**src/hw/rtl/dqs_pkg.sv**
```systemverilog
// Package for the double-ended queue with search: sizes, request and status
// codes, controller states, and the command/status bundles between modules.
// No dependencies.
package dqs_pkg;

    localparam int DEPTH = 16;
    localparam int IDX_W = $clog2(DEPTH);
    localparam int CNT_W = $clog2(DEPTH + 1);
    localparam int VAL_W = 32;
    localparam int OP_W  = 3;
    localparam int STS_W = 2;
    localparam int OUT_W = STS_W + 1 + CNT_W;

    typedef enum logic [OP_W-1:0] {
        OP_PUSH_FRONT = 3'd0,
        OP_PUSH_BACK  = 3'd1,
        OP_POP_FRONT  = 3'd2,
        OP_POP_BACK   = 3'd3,
        OP_SEARCH     = 3'd4
    } op_t;

    typedef enum logic [STS_W-1:0] {
        ST_OK    = 2'd0,
        ST_EMPTY = 2'd1,
        ST_FULL  = 2'd2
    } status_t;

    typedef enum logic {
        FSM_IDLE   = 1'b0,
        FSM_SEARCH = 1'b1
    } fsm_t;

    // controller -> datapath
    typedef struct packed {
        logic exec;        // run a non-search request (or empty search) now
        logic srch_start;  // latch key, clear scan pointer
        logic srch_step;   // issue one slot read
        logic srch_done;   // write search result
    } dqs_cmd_t;

    // datapath -> controller
    typedef struct packed {
        logic out_free;    // output register can take a result this cycle
        logic occ_zero;
        logic rd_more;     // scan pointer below occupancy
        logic cmp_vld;     // read data valid for compare
        logic cmp_hit;
        logic cmp_last;    // compared word is the last held one
    } dqs_sts_t;

    // circular index: base + off, off known to be at most DEPTH
    function automatic logic [IDX_W-1:0] wrap_add(input logic [IDX_W-1:0] base,
                                                  input logic [CNT_W-1:0] off);
        logic [CNT_W:0] sum;
        sum = (CNT_W+1)'(base) + (CNT_W+1)'(off);
        if (sum >= (CNT_W+1)'(DEPTH)) begin
            sum = sum - (CNT_W+1)'(DEPTH);
        end
        return sum[IDX_W-1:0];
    endfunction

endpackage

```
**src/hw/rtl/dqs_datapath.sv**
```systemverilog
// Datapath of the deque: slot memory, front pointer, occupancy, search
// scan pointer and compare, and the output register.
// Depends on dqs_pkg.
module dqs_datapath (
    input  logic                        aclk,
    input  logic                        aresetn,
    input  logic [dqs_pkg::OP_W-1:0]    op_in,
    input  logic [dqs_pkg::VAL_W-1:0]   value_in,
    input  dqs_pkg::dqs_cmd_t           cmd,
    output dqs_pkg::dqs_sts_t           sts,
    output logic                        m_tvalid,
    input  logic                        m_tready,
    output logic [dqs_pkg::OUT_W-1:0]   m_tdata
);
    import dqs_pkg::*;

    logic signed [VAL_W-1:0] slots [DEPTH];

    logic [IDX_W-1:0]        front_reg, front_next;
    logic [CNT_W-1:0]        occ_reg, occ_next;
    logic [CNT_W-1:0]        rd_idx_reg;
    logic signed [VAL_W-1:0] key_reg;
    logic signed [VAL_W-1:0] rd_data_reg;
    logic                    cmp_vld_reg;
    logic                    cmp_last_reg;

    logic                    out_vld_reg;
    status_t                 out_status_reg;
    logic                    out_found_reg;
    logic [CNT_W-1:0]        out_count_reg;

    logic                    wr_en;
    logic [IDX_W-1:0]        wr_addr;
    status_t                 ex_status;
    logic [IDX_W-1:0]        rd_addr;
    logic                    occ_full;

    assign occ_full = (occ_reg == CNT_W'(DEPTH));
    assign rd_addr  = wrap_add(front_reg, rd_idx_reg);

    // request decode for requests that need no scan
    always_comb begin
        front_next = front_reg;
        occ_next   = occ_reg;
        wr_en      = 1'b0;
        wr_addr    = front_reg;
        ex_status  = ST_OK;
        unique case (op_t'(op_in))
            OP_PUSH_FRONT: begin
                if (occ_full) begin
                    ex_status = ST_FULL;
                end else begin
                    front_next = (front_reg == '0) ? IDX_W'(DEPTH - 1)
                                                   : front_reg - 1'b1;
                    wr_addr    = front_next;
                    wr_en      = 1'b1;
                    occ_next   = occ_reg + 1'b1;
                end
            end
            OP_PUSH_BACK: begin
                if (occ_full) begin
                    ex_status = ST_FULL;
                end else begin
                    wr_addr  = wrap_add(front_reg, occ_reg);
                    wr_en    = 1'b1;
                    occ_next = occ_reg + 1'b1;
                end
            end
            OP_POP_FRONT: begin
                if (occ_reg == '0) begin
                    ex_status = ST_EMPTY;
                end else begin
                    front_next = wrap_add(front_reg, CNT_W'(1));
                    occ_next   = occ_reg - 1'b1;
                end
            end
            OP_POP_BACK: begin
                if (occ_reg == '0) begin
                    ex_status = ST_EMPTY;
                end else begin
                    occ_next = occ_reg - 1'b1;
                end
            end
            default: begin
                // search on an empty queue and unused codes: no change
            end
        endcase
    end

    // queue pointers
    always_ff @(posedge aclk) begin
        if (!aresetn) begin
            front_reg <= '0;
            occ_reg   <= '0;
        end else if (cmd.exec) begin
            front_reg <= front_next;
            occ_reg   <= occ_next;
        end
    end

    // slot memory: one write port, one registered read port for the scan
    always_ff @(posedge aclk) begin
        if (cmd.exec && wr_en) begin
            slots[wr_addr] <= value_in;
        end
        if (cmd.srch_step) begin
            rd_data_reg <= slots[rd_addr];
        end
    end

    always_ff @(posedge aclk) begin
        if (cmd.srch_start) begin
            key_reg <= value_in;
        end
        if (cmd.srch_step) begin
            cmp_last_reg <= (rd_idx_reg == occ_reg - 1'b1);
        end
    end

    // scan control; compare runs in the cycle after the read
    always_ff @(posedge aclk) begin
        if (!aresetn) begin
            rd_idx_reg  <= '0;
            cmp_vld_reg <= 1'b0;
        end else if (cmd.srch_start) begin
            rd_idx_reg  <= '0;
            cmp_vld_reg <= 1'b0;
        end else if (cmd.srch_step) begin
            cmp_vld_reg <= sts.rd_more;
            if (sts.rd_more) begin
                rd_idx_reg <= rd_idx_reg + 1'b1;
            end
        end else begin
            cmp_vld_reg <= 1'b0;
        end
    end

    // output register
    always_ff @(posedge aclk) begin
        if (!aresetn) begin
            out_vld_reg <= 1'b0;
        end else if (cmd.exec || cmd.srch_done) begin
            out_vld_reg <= 1'b1;
        end else if (m_tready) begin
            out_vld_reg <= 1'b0;
        end
    end

    always_ff @(posedge aclk) begin
        if (cmd.exec) begin
            out_status_reg <= ex_status;
            out_found_reg  <= 1'b0;
            out_count_reg  <= occ_next;
        end else if (cmd.srch_done) begin
            out_status_reg <= ST_OK;
            out_found_reg  <= sts.cmp_hit;
            out_count_reg  <= occ_reg;
        end
    end

    assign sts.out_free = !out_vld_reg || m_tready;
    assign sts.occ_zero = (occ_reg == '0);
    assign sts.rd_more  = (rd_idx_reg < occ_reg);
    assign sts.cmp_vld  = cmp_vld_reg;
    assign sts.cmp_hit  = (rd_data_reg == key_reg);
    assign sts.cmp_last = cmp_last_reg;

    assign m_tvalid = out_vld_reg;
    assign m_tdata  = {out_count_reg, out_found_reg, out_status_reg};

`ifndef SYNTHESIS
    a_occ_bound: assert property (@(posedge aclk) disable iff (!aresetn)
        occ_reg <= CNT_W'(DEPTH))
        else $error("occupancy above depth");

    a_full_hold: assert property (@(posedge aclk) disable iff (!aresetn)
        (cmd.exec && occ_full &&
         (op_in == OP_PUSH_FRONT || op_in == OP_PUSH_BACK))
        |=> ($stable(occ_reg) && $stable(front_reg)))
        else $error("refused push changed queue state");

    a_out_free: assert property (@(posedge aclk) disable iff (!aresetn)
        (cmd.exec || cmd.srch_done) |-> sts.out_free)
        else $error("result written over an untaken one");
`endif

endmodule

```
**src/hw/rtl/dqs_ctrl.sv**
```systemverilog
// Controller of the deque: accepts requests and sequences the slot scan of
// a search. Drives the datapath only through dqs_cmd_t / dqs_sts_t.
// Depends on dqs_pkg.
module dqs_ctrl (
    input  logic                        aclk,
    input  logic                        aresetn,
    input  logic                        s_tvalid,
    output logic                        s_tready,
    input  logic [dqs_pkg::OP_W-1:0]    op_in,
    input  dqs_pkg::dqs_sts_t           sts,
    output dqs_pkg::dqs_cmd_t           cmd
);
    import dqs_pkg::*;

    fsm_t state_reg, state_next;
    logic accept;

    always_ff @(posedge aclk) begin
        if (!aresetn) begin
            state_reg <= FSM_IDLE;
        end else begin
            state_reg <= state_next;
        end
    end

    assign accept = s_tvalid && s_tready;

    always_comb begin
        state_next = state_reg;
        cmd        = '0;
        s_tready   = 1'b0;
        unique case (state_reg)
            FSM_IDLE: begin
                s_tready = sts.out_free;
                if (accept) begin
                    if (op_in == OP_SEARCH && !sts.occ_zero) begin
                        cmd.srch_start = 1'b1;
                        state_next     = FSM_SEARCH;
                    end else begin
                        cmd.exec = 1'b1;
                    end
                end
            end
            FSM_SEARCH: begin
                cmd.srch_step = 1'b1;
                if (sts.cmp_vld && (sts.cmp_hit || sts.cmp_last)) begin
                    cmd.srch_done = 1'b1;
                    state_next    = FSM_IDLE;
                end
            end
            default: begin
                state_next = FSM_IDLE;
            end
        endcase
    end

`ifndef SYNTHESIS
    a_scan_live: assert property (@(posedge aclk) disable iff (!aresetn)
        (state_reg == FSM_SEARCH) |-> (sts.rd_more || sts.cmp_vld))
        else $error("search scan stalled with nothing left to compare");
`endif

endmodule

```
**src/hw/rtl/deque_with_search.sv**
```systemverilog
// Top level of the double-ended queue with linear search.
// Depends on dqs_pkg, dqs_ctrl and dqs_datapath.
//
// Bounded deque of DEPTH (16) signed 32-bit words. Each item on s_ is one
// request (push front, push back, pop front, pop back, search) and yields
// exactly one item on m_: status, found flag and the count after the request.
// Pushes, pops, unused codes and a search of an empty queue are executed when
// they are accepted. A search of a non-empty queue holds s_tready low while
// its scan runs. The slot memory has a single registered read port, the
// scan walks it one word per cycle, and the compare runs in the cycle after
// the read. The scan stops at the first match. The
// result sits in an output register, so a new request is taken in the same
// cycle the previous result is taken.
module deque_with_search (
    input  logic                        aclk,
    input  logic                        aresetn,
    input  logic                        s_tvalid,
    output logic                        s_tready,
    input  logic [dqs_pkg::VAL_W-1:0]   s_tdata,   // [31:0] value
    input  logic [dqs_pkg::OP_W-1:0]    s_tuser,   // [2:0] op
    output logic                        m_tvalid,
    input  logic                        m_tready,
    output logic [dqs_pkg::OUT_W-1:0]   m_tdata    // [1:0] status, [2] found, [7:3] count
);
    import dqs_pkg::*;

    dqs_cmd_t cmd;
    dqs_sts_t sts;

    dqs_ctrl u_ctrl (
        .aclk     (aclk),
        .aresetn  (aresetn),
        .s_tvalid (s_tvalid),
        .s_tready (s_tready),
        .op_in    (s_tuser),
        .sts      (sts),
        .cmd      (cmd)
    );

    dqs_datapath u_dp (
        .aclk     (aclk),
        .aresetn  (aresetn),
        .op_in    (s_tuser),
        .value_in (s_tdata),
        .cmd      (cmd),
        .sts      (sts),
        .m_tvalid (m_tvalid),
        .m_tready (m_tready),
        .m_tdata  (m_tdata)
    );

endmodule

```
**config.mk**
```make
export PLATFORM = sky130hd
export DESIGN_NAME = deque_with_search
export DESIGN_NICKNAME = d
export VERILOG_FILES = /design/src/hw/rtl/dqs_pkg.sv /design/src/hw/rtl/dqs_datapath.sv /design/src/hw/rtl/dqs_ctrl.sv /design/src/hw/rtl/deque_with_search.sv
export SDC_FILE = /design/constraint.sdc
export NUM_CORES = 1
export LEC_CHECK = 0
export CAP_MARGIN = 25
export CORE_AREA = 2 2 222 224
export CTS_CLUSTER_DIAMETER = 60
export DETAILED_ROUTE_END_ITERATION = 16
export DIE_AREA = 0 0 224 226
export DONT_BUFFER_PORTS = 1
export MAX_ROUTING_LAYER = met4
export PLACE_DENSITY = 0.72
export SLEW_MARGIN = 10
export SYNTH_ARGS = -nofsm -noshare
export SYNTH_HDL_FRONTEND = slang
export SYNTH_SLANG_ARGS = --single-unit
```
**constraint.sdc**
```tcl
create_clock -name aclk -period 4.9 [get_ports aclk]
set_input_delay 1.225 -clock aclk [delete_from_list [all_inputs] [get_ports aclk]]
set_output_delay 1.225 -clock aclk [all_outputs]
set_load 0.02 [all_outputs]
```
Word level (Yosys, flattened, before mapping)
Memories as Yosys holds them, arrays and structs flattened. A register that Yosys moved wholly into a read port is not among the register bits.
Index checks and enable logic that the tools add are counted.

word-level totals
  register bits after elaboration = 58
  memory bits (writable) = 512
  input port bits = 39
  memories = 1

cells by class
  add/subtract/negate cells = 10
  magnitude comparators = 4
  equality and inequality tests = 8
  muxes and demuxes = 35
  bitwise operators = 3
  reduce and logical (&&, ||, !) cells = 21

memories
  memory      words  width  rd ports  clocked after memory_dff  write ports  RTL line            RTL
  u_dp.slots  16     32     1         1                         1            dqs_datapath.sv:17  logic signed [VAL_W-1:0] slots [DEPTH];

operators with widths
  operator                                                            number
  equality test 32 bit                                                1
  two-way mux 4 bit                                                   7
  two-way mux 5 bit                                                   4
  one-hot mux 4 bit (2 select lines)                                  2
  subtractor 4 x 1 -> 4 bit (second input constant)                   4
  two-way mux 1 bit                                                   13
  adder 4 x 5 -> 6 bit                                                2
  greater-or-equal comparator 6 x 5 -> 1 bit (second input constant)  2
  two-way mux 2 bit                                                   6
  adder 5 x 1 -> 5 bit (second input constant)                        2
  one-hot mux 5 bit (2 select lines)                                  1
  equality test 3 x 2 -> 1 bit (second input constant)                2
  nonzero test 2 bit                                                  3
  OR reduction 2 bit                                                  3
  adder 4 x 1 -> 5 bit (second input constant)                        1
  equality test 5 bit                                                 1
  equality test 5 bit (second input constant)                         1
  greater-or-equal comparator 5 bit (second input constant)           1
  logical NOT 5 bit                                                   1
  less-than comparator 5 bit                                          1
  subtractor 5 x 1 -> 5 bit (second input constant)                   1
  logical AND 1 bit                                                   4
  logical NOT 4 bit                                                   1
  one-hot mux 2 bit (2 select lines)                                  1
  11 further kinds                                                    16

Longest topological paths before layout
  depth in word-level cells = 9
  gate-level depth with buffers = 9
  depth with buffers taken out = 7

By module
Synthesis repeated with hierarchy kept, for this count alone.

unflattened totals
  cell total of the unflattened synthesis = 1217
  area total of the unflattened synthesis = 23951.7 um^2

by module, submodules not included
  module        times used  cells an instance  area an instance (um^2)
  dqs_datapath  1           1205               23851.6
  dqs_ctrl      1           12                 100.1

Worst setup path before layout
Ideal clock, no wire load.

  path type = input port to flip-flop
  start = input s_tuser[0] (netlist bit)
  end = memory u_dp.slots[10][0] (enable)
  library setup time = 0.461 ns
  data arrival time = 4.484 ns
  required time = 4.439 ns
  slack = -0.045 ns
  stages = 7
  buffers on the path = 2
  cell sequence = clkbuf_1 -> inv_1 -> nor3_1 -> nand4_1 -> and3_4 -> buf_6 -> nor3_1

between the ends
  longest elaborated chain between the ends = 8
  elaborated cells on any way between the ends = 13
  classes of those cells = 2 x eq/ne; 7 x mux; 4 x reduce/logical

RTL lines
  what                                     RTL line                 RTL
  start, declared                          deque_with_search.sv:20  input logic [dqs_pkg::OP_W-1:0] s_tuser,
  equality test 3 bit                      dqs_ctrl.sv:36           if (op_in == OP_SEARCH && !sts.occ_zero) begin
  logical AND 1 bit                        dqs_ctrl.sv:36
  two-way mux 1 bit                        dqs_ctrl.sv:36
  two-way mux 2 bit                        dqs_ctrl.sv:35           if (accept) begin
  two-way mux 2 bit                        dqs_ctrl.sv:32           unique case (state_reg)
  logical AND 1 bit                        dqs_datapath.sv:103      if (cmd.exec && wr_en) begin
  two-way mux 1 bit                        dqs_datapath.sv:103
  two-way mux 1 bit (implied by the code)  dqs_datapath.sv:104      slots[wr_addr] <= value_in;
  end, declared                            dqs_datapath.sv:17

Parallel ways exist; a longest one is shown, timed or not.

Final worst setup path
  start = register u_dp.occ_reg[1]
  end = memory u_dp.slots[7][9] (enable)

between the ends
  longest elaborated chain between the ends = 9
  elaborated cells on any way between the ends = 19
  classes of those cells = 2 x add/sub; 1 x order compare; 1 x eq/ne; 11 x mux; 4 x reduce/logical

RTL lines
  what                                                          RTL line            RTL
  start, declared                                               dqs_datapath.sv:20  logic [CNT_W-1:0] occ_reg, occ_next;
  start signal, assigned                                        dqs_datapath.sv:97  occ_reg <= occ_next;
  branches (longest 9 deep; another with adder 4 x 5 -> 6 bit)  -

Several ways; the timed one is not identified.

==> flow_metrics.py <==
metrics = {
    "sta": {
        "hold_viol": 0,
        "slew_viol_final": 0,
        "final.period_utilization": 0.7276,
        "max_freq_mhz": 280.5,
        "finalSetupViolations": 0,
        "rsz0062_at_grt": "false",
        "tightestPinTransition_ns": 1.055,
        "finalCriticalPeriod_ns": 3.565,
        "slew-limit-headroom": 0.2967,
        "fin_skew_ns": 0.03462,
    },
    "clock_tree": {
        "post_cts_resized": 0,
        "numClockSinks": 602,
        "h-tree-depth": 2,
        "clk_pin_slew_ns": 0.06,
        "ctsHoldBuffers": 0,
        "root_buffer": "clkbuf_16",
        "clkLatencyLatePin_ns": 0.63,
        "cts_setup_buffers": 0,
        "clockBufferDepth": 3,
        "cts_tree": "done",
        "numCtsBuffers": 58,
    },
    "die": {
        "fp.dieH_um": 226,
        "start_util": 0.4918,
        "ios": 49,
        "rows": 81,
        "dieArea_um2": 50620,
        "die_x_um": 224,
        "core_area_um2": 48340,
    },
    "status": {
        "status": "finished, final reports clean",
    },
    "power": {
        "ir_drop_mv": 0.2779,
        "p_total_uw": 10670,
        "p_leak_uw": 0.008324,
        "power_density_nw_per_um2": 398.9,
    },
    "global_route": {
        "grt_pass1_vias": 12150,
        "grt_start_max_net_pins": 65,
        "gr-usage-all-layers": 0.2025,
        "grt_pass1_wl_um": 74020,
        "antenna_found_initial": 0,
        "globalRouteOverflowTotal": 0,
    },
    "logic_synthesis": {
        "yosysUniqueCellTypes": 57,
        "synth_top_area_cell": "edfxtp_1",
        "synth_edf_count": 584,
        "yosysTopAreaCellShare": 0.7376,
        "ys_async_sr_fraction": 0,
        "ys.flop_type": "edfxtp_1",
        "synth_compound_area_frac": 0.03468,
        "synth_area_um2": 23780,
        "muxShareOfSynthArea": 0.1235,
        "synth-xor-area-share": 0.01694,
        "synth_warnings": 0,
        "synth-simple-area-share": 0.04752,
        "synthAdderAreaFrac": 0.01010,
        "synthTopCellsByArea": "edfxtp_1, mux4_2, xnor2_1",
        "seq_area_frac_synth": 0.7527,
        "synth_top_family_by_area": "multiplexers",
        "synth-seq-cells": 602,
        "synth_cells": 1212,
        "yosysMostFrequentCell": "edfxtp_1",
        "synth.avg_cell_area_um2": 19.62,
        "yosys-top-cells-count": "edfxtp_1, mux4_2, nand2_1, xnor2_1, a31oi_1",
        "synthesis.nets": 1269,
    },
    "worst_setup_path": {
        "worstRegToRegCells": 8,
        "worstPathArrival_ns": 3.81,
        "crit_start": "u_dp.occ_reg[1]$_SDFFE_PN0N_",
        "end_kind": "flop",
        "startpoint_type": "flop",
        "timing.rr.end": "u_dp.slots[7][9]$_DFFE_PP_",
        "cp_max_fo": 32,
        "r2r_setup_slack_ns": 1.33,
        "r2r-start": "u_dp.occ_reg[1]$_SDFFE_PN0N_",
        "worstSetupPathType": "reg2reg",
        "cp.required_ns": 5.14,
    },
    "placed_design": {
        "hpwl_um": 27730,
        "gp_congestion": 0.8234,
        "port-buffer-count": 0,
        "placed_cell_area_um2": 24820,
    },
    "finish": {
        "postLayoutCoreUtil": 0.5534,
        "largest_register_ffs": 512,
        "design_area_um2": 26750,
        "drive_gt1_frac": 0.2242,
        "antenna_cells": 0,
        "final_nets": 1318,
        "syn_to_final_growth_pct": 12.52,
    },
    "hold_path": {
        "hp-start": "u_dp.rd_idx_reg[4]$_SDFFE_PP0P_",
        "holdPathEnd": "u_dp.rd_idx_reg[4]$_SDFFE_PP0P_",
        "hold_path.class": "reg2reg",
        "hold_depth": 2,
    },
    "routing": {
        "dr.pass1.iters": 7,
        "dr_total_vias": 11750,
        "wl_per_cell_um": 25.07,
        "vias_per_cell": 6.089,
        "drt_iter0_markers": 1250,
        "drc": 0,
        "wl_um": 48360,
        "ant_nets": 0,
    },
    "job": {
        "max_cap_viol_count": 0,
    },
}
-- placed cells by master (no fill, tap or decap), types with 4 or more instances in the layout --
cell type and count:
a211oi_1 32, a21oi_1 20, a31oi_1 36, and2_1 34, buf_12 4, buf_4 41, bufinv_16 7, clkbuf_1 11
clkbuf_16 58, clkinv_1 10, clkinv_2 9, clkinv_4 6, dfxtp_1 17, edfxtp_1 584, ha_1 15, inv_1 17
mux4_2 128, nand2_1 80, nand2b_1 4, nand3_1 17, nand4_1 12, nor2_1 13, nor2b_1 4, nor3_1 9
nor3_2 14, o21ai_0 12, or4_1 7, xnor2_1 42
-- worst max-delay path, cell delays in order (launching register included) --
cell,delay [ns]
dfxtp_1,0.52
inv_1,0.12
ha_1,0.30
nand4bb_1,0.35
nand2_1,0.19
nor3_1,0.58
nand3_1,0.35
nor3_2,0.25
buf_4,0.54
-- power breakdown --
group          switching (uW)  internal [uW]
Combinational             255            210
Clock                    1910           2570
Sequential               27.3           5700
-- how the worst max path moves through the flow --
stage / depth (start not counted) / slack (ns) / end
after CTS: 8 / 1.44 / u_dp.rd_data_reg[29]$_DFFE_PP_
final: 8 / 1.33 / u_dp.slots[7][9]$_DFFE_PP_
after global routing: 8 / 1.13 / u_dp.slots[7][9]$_DFFE_PP_
after detailed placement: 6 / 1.20 / u_dp.slots[7][23]$_DFFE_PP_
after global placement: 6 / 1.25 / u_dp.slots[7][25]$_DFFE_PP_
after floorplan: 7 / -0.04 / u_dp.slots[10][0]$_DFFE_PP_
-- area by class of cell --
| class | instances | area, um^2 |
|---|---|---|
| Multi-Input combinational cell | 536 | 5687 |
| Clock inverter | 37 | 441.7 |
| Clock buffer | 69 | 1493 |
| Fill cell | 3512 | 21590 |
| Inverter | 18 | 67.56 |
| Tap cell | 622 | 778.2 |
| Sequential cell | 602 | 17900 |
| Timing Repair Buffer | 45 | 387.9 |
-- logic make-up (layout without fill, tap and decap cells) --
group                    Yosys count  count (layout)
buffers and inverters             74             169
flip-flops                       602             602
AO/OA/AOI/OAI                    124             124
multiplexers                     133             133
AND/OR/NAND/NOR                  215             215
XOR/XNOR                          46              46
adder cells (fa/ha/maj)           18              18
-- layer usage --
metal  routed length [um]  up-vias  global-route usage  part of all wire
li1                     -     5053                   -                 -
met2                24110      425              0.3305              0.50
met1                19910     6179              0.2624              0.41
met3                 3197       89             0.03409             0.066
met4                 1147        0             0.06559             0.024
met5                    0        -                   -                 0
-- per-stage QoR --
step	setup WS [ns]	TNS, ns	hold slack, ns	instances
after floorplan	-0.04478	-18.46	0.4482	1212
after global routing	1.127	0	0.5922	1929
final	1.335	0	0.5211	1929
after global placement	1.249	0	0.5038	1823
after CTS	1.442	0	0.5315	1929
after detailed placement	1.202	0	0.5213	1823
(Power assumes the default switching activity.)
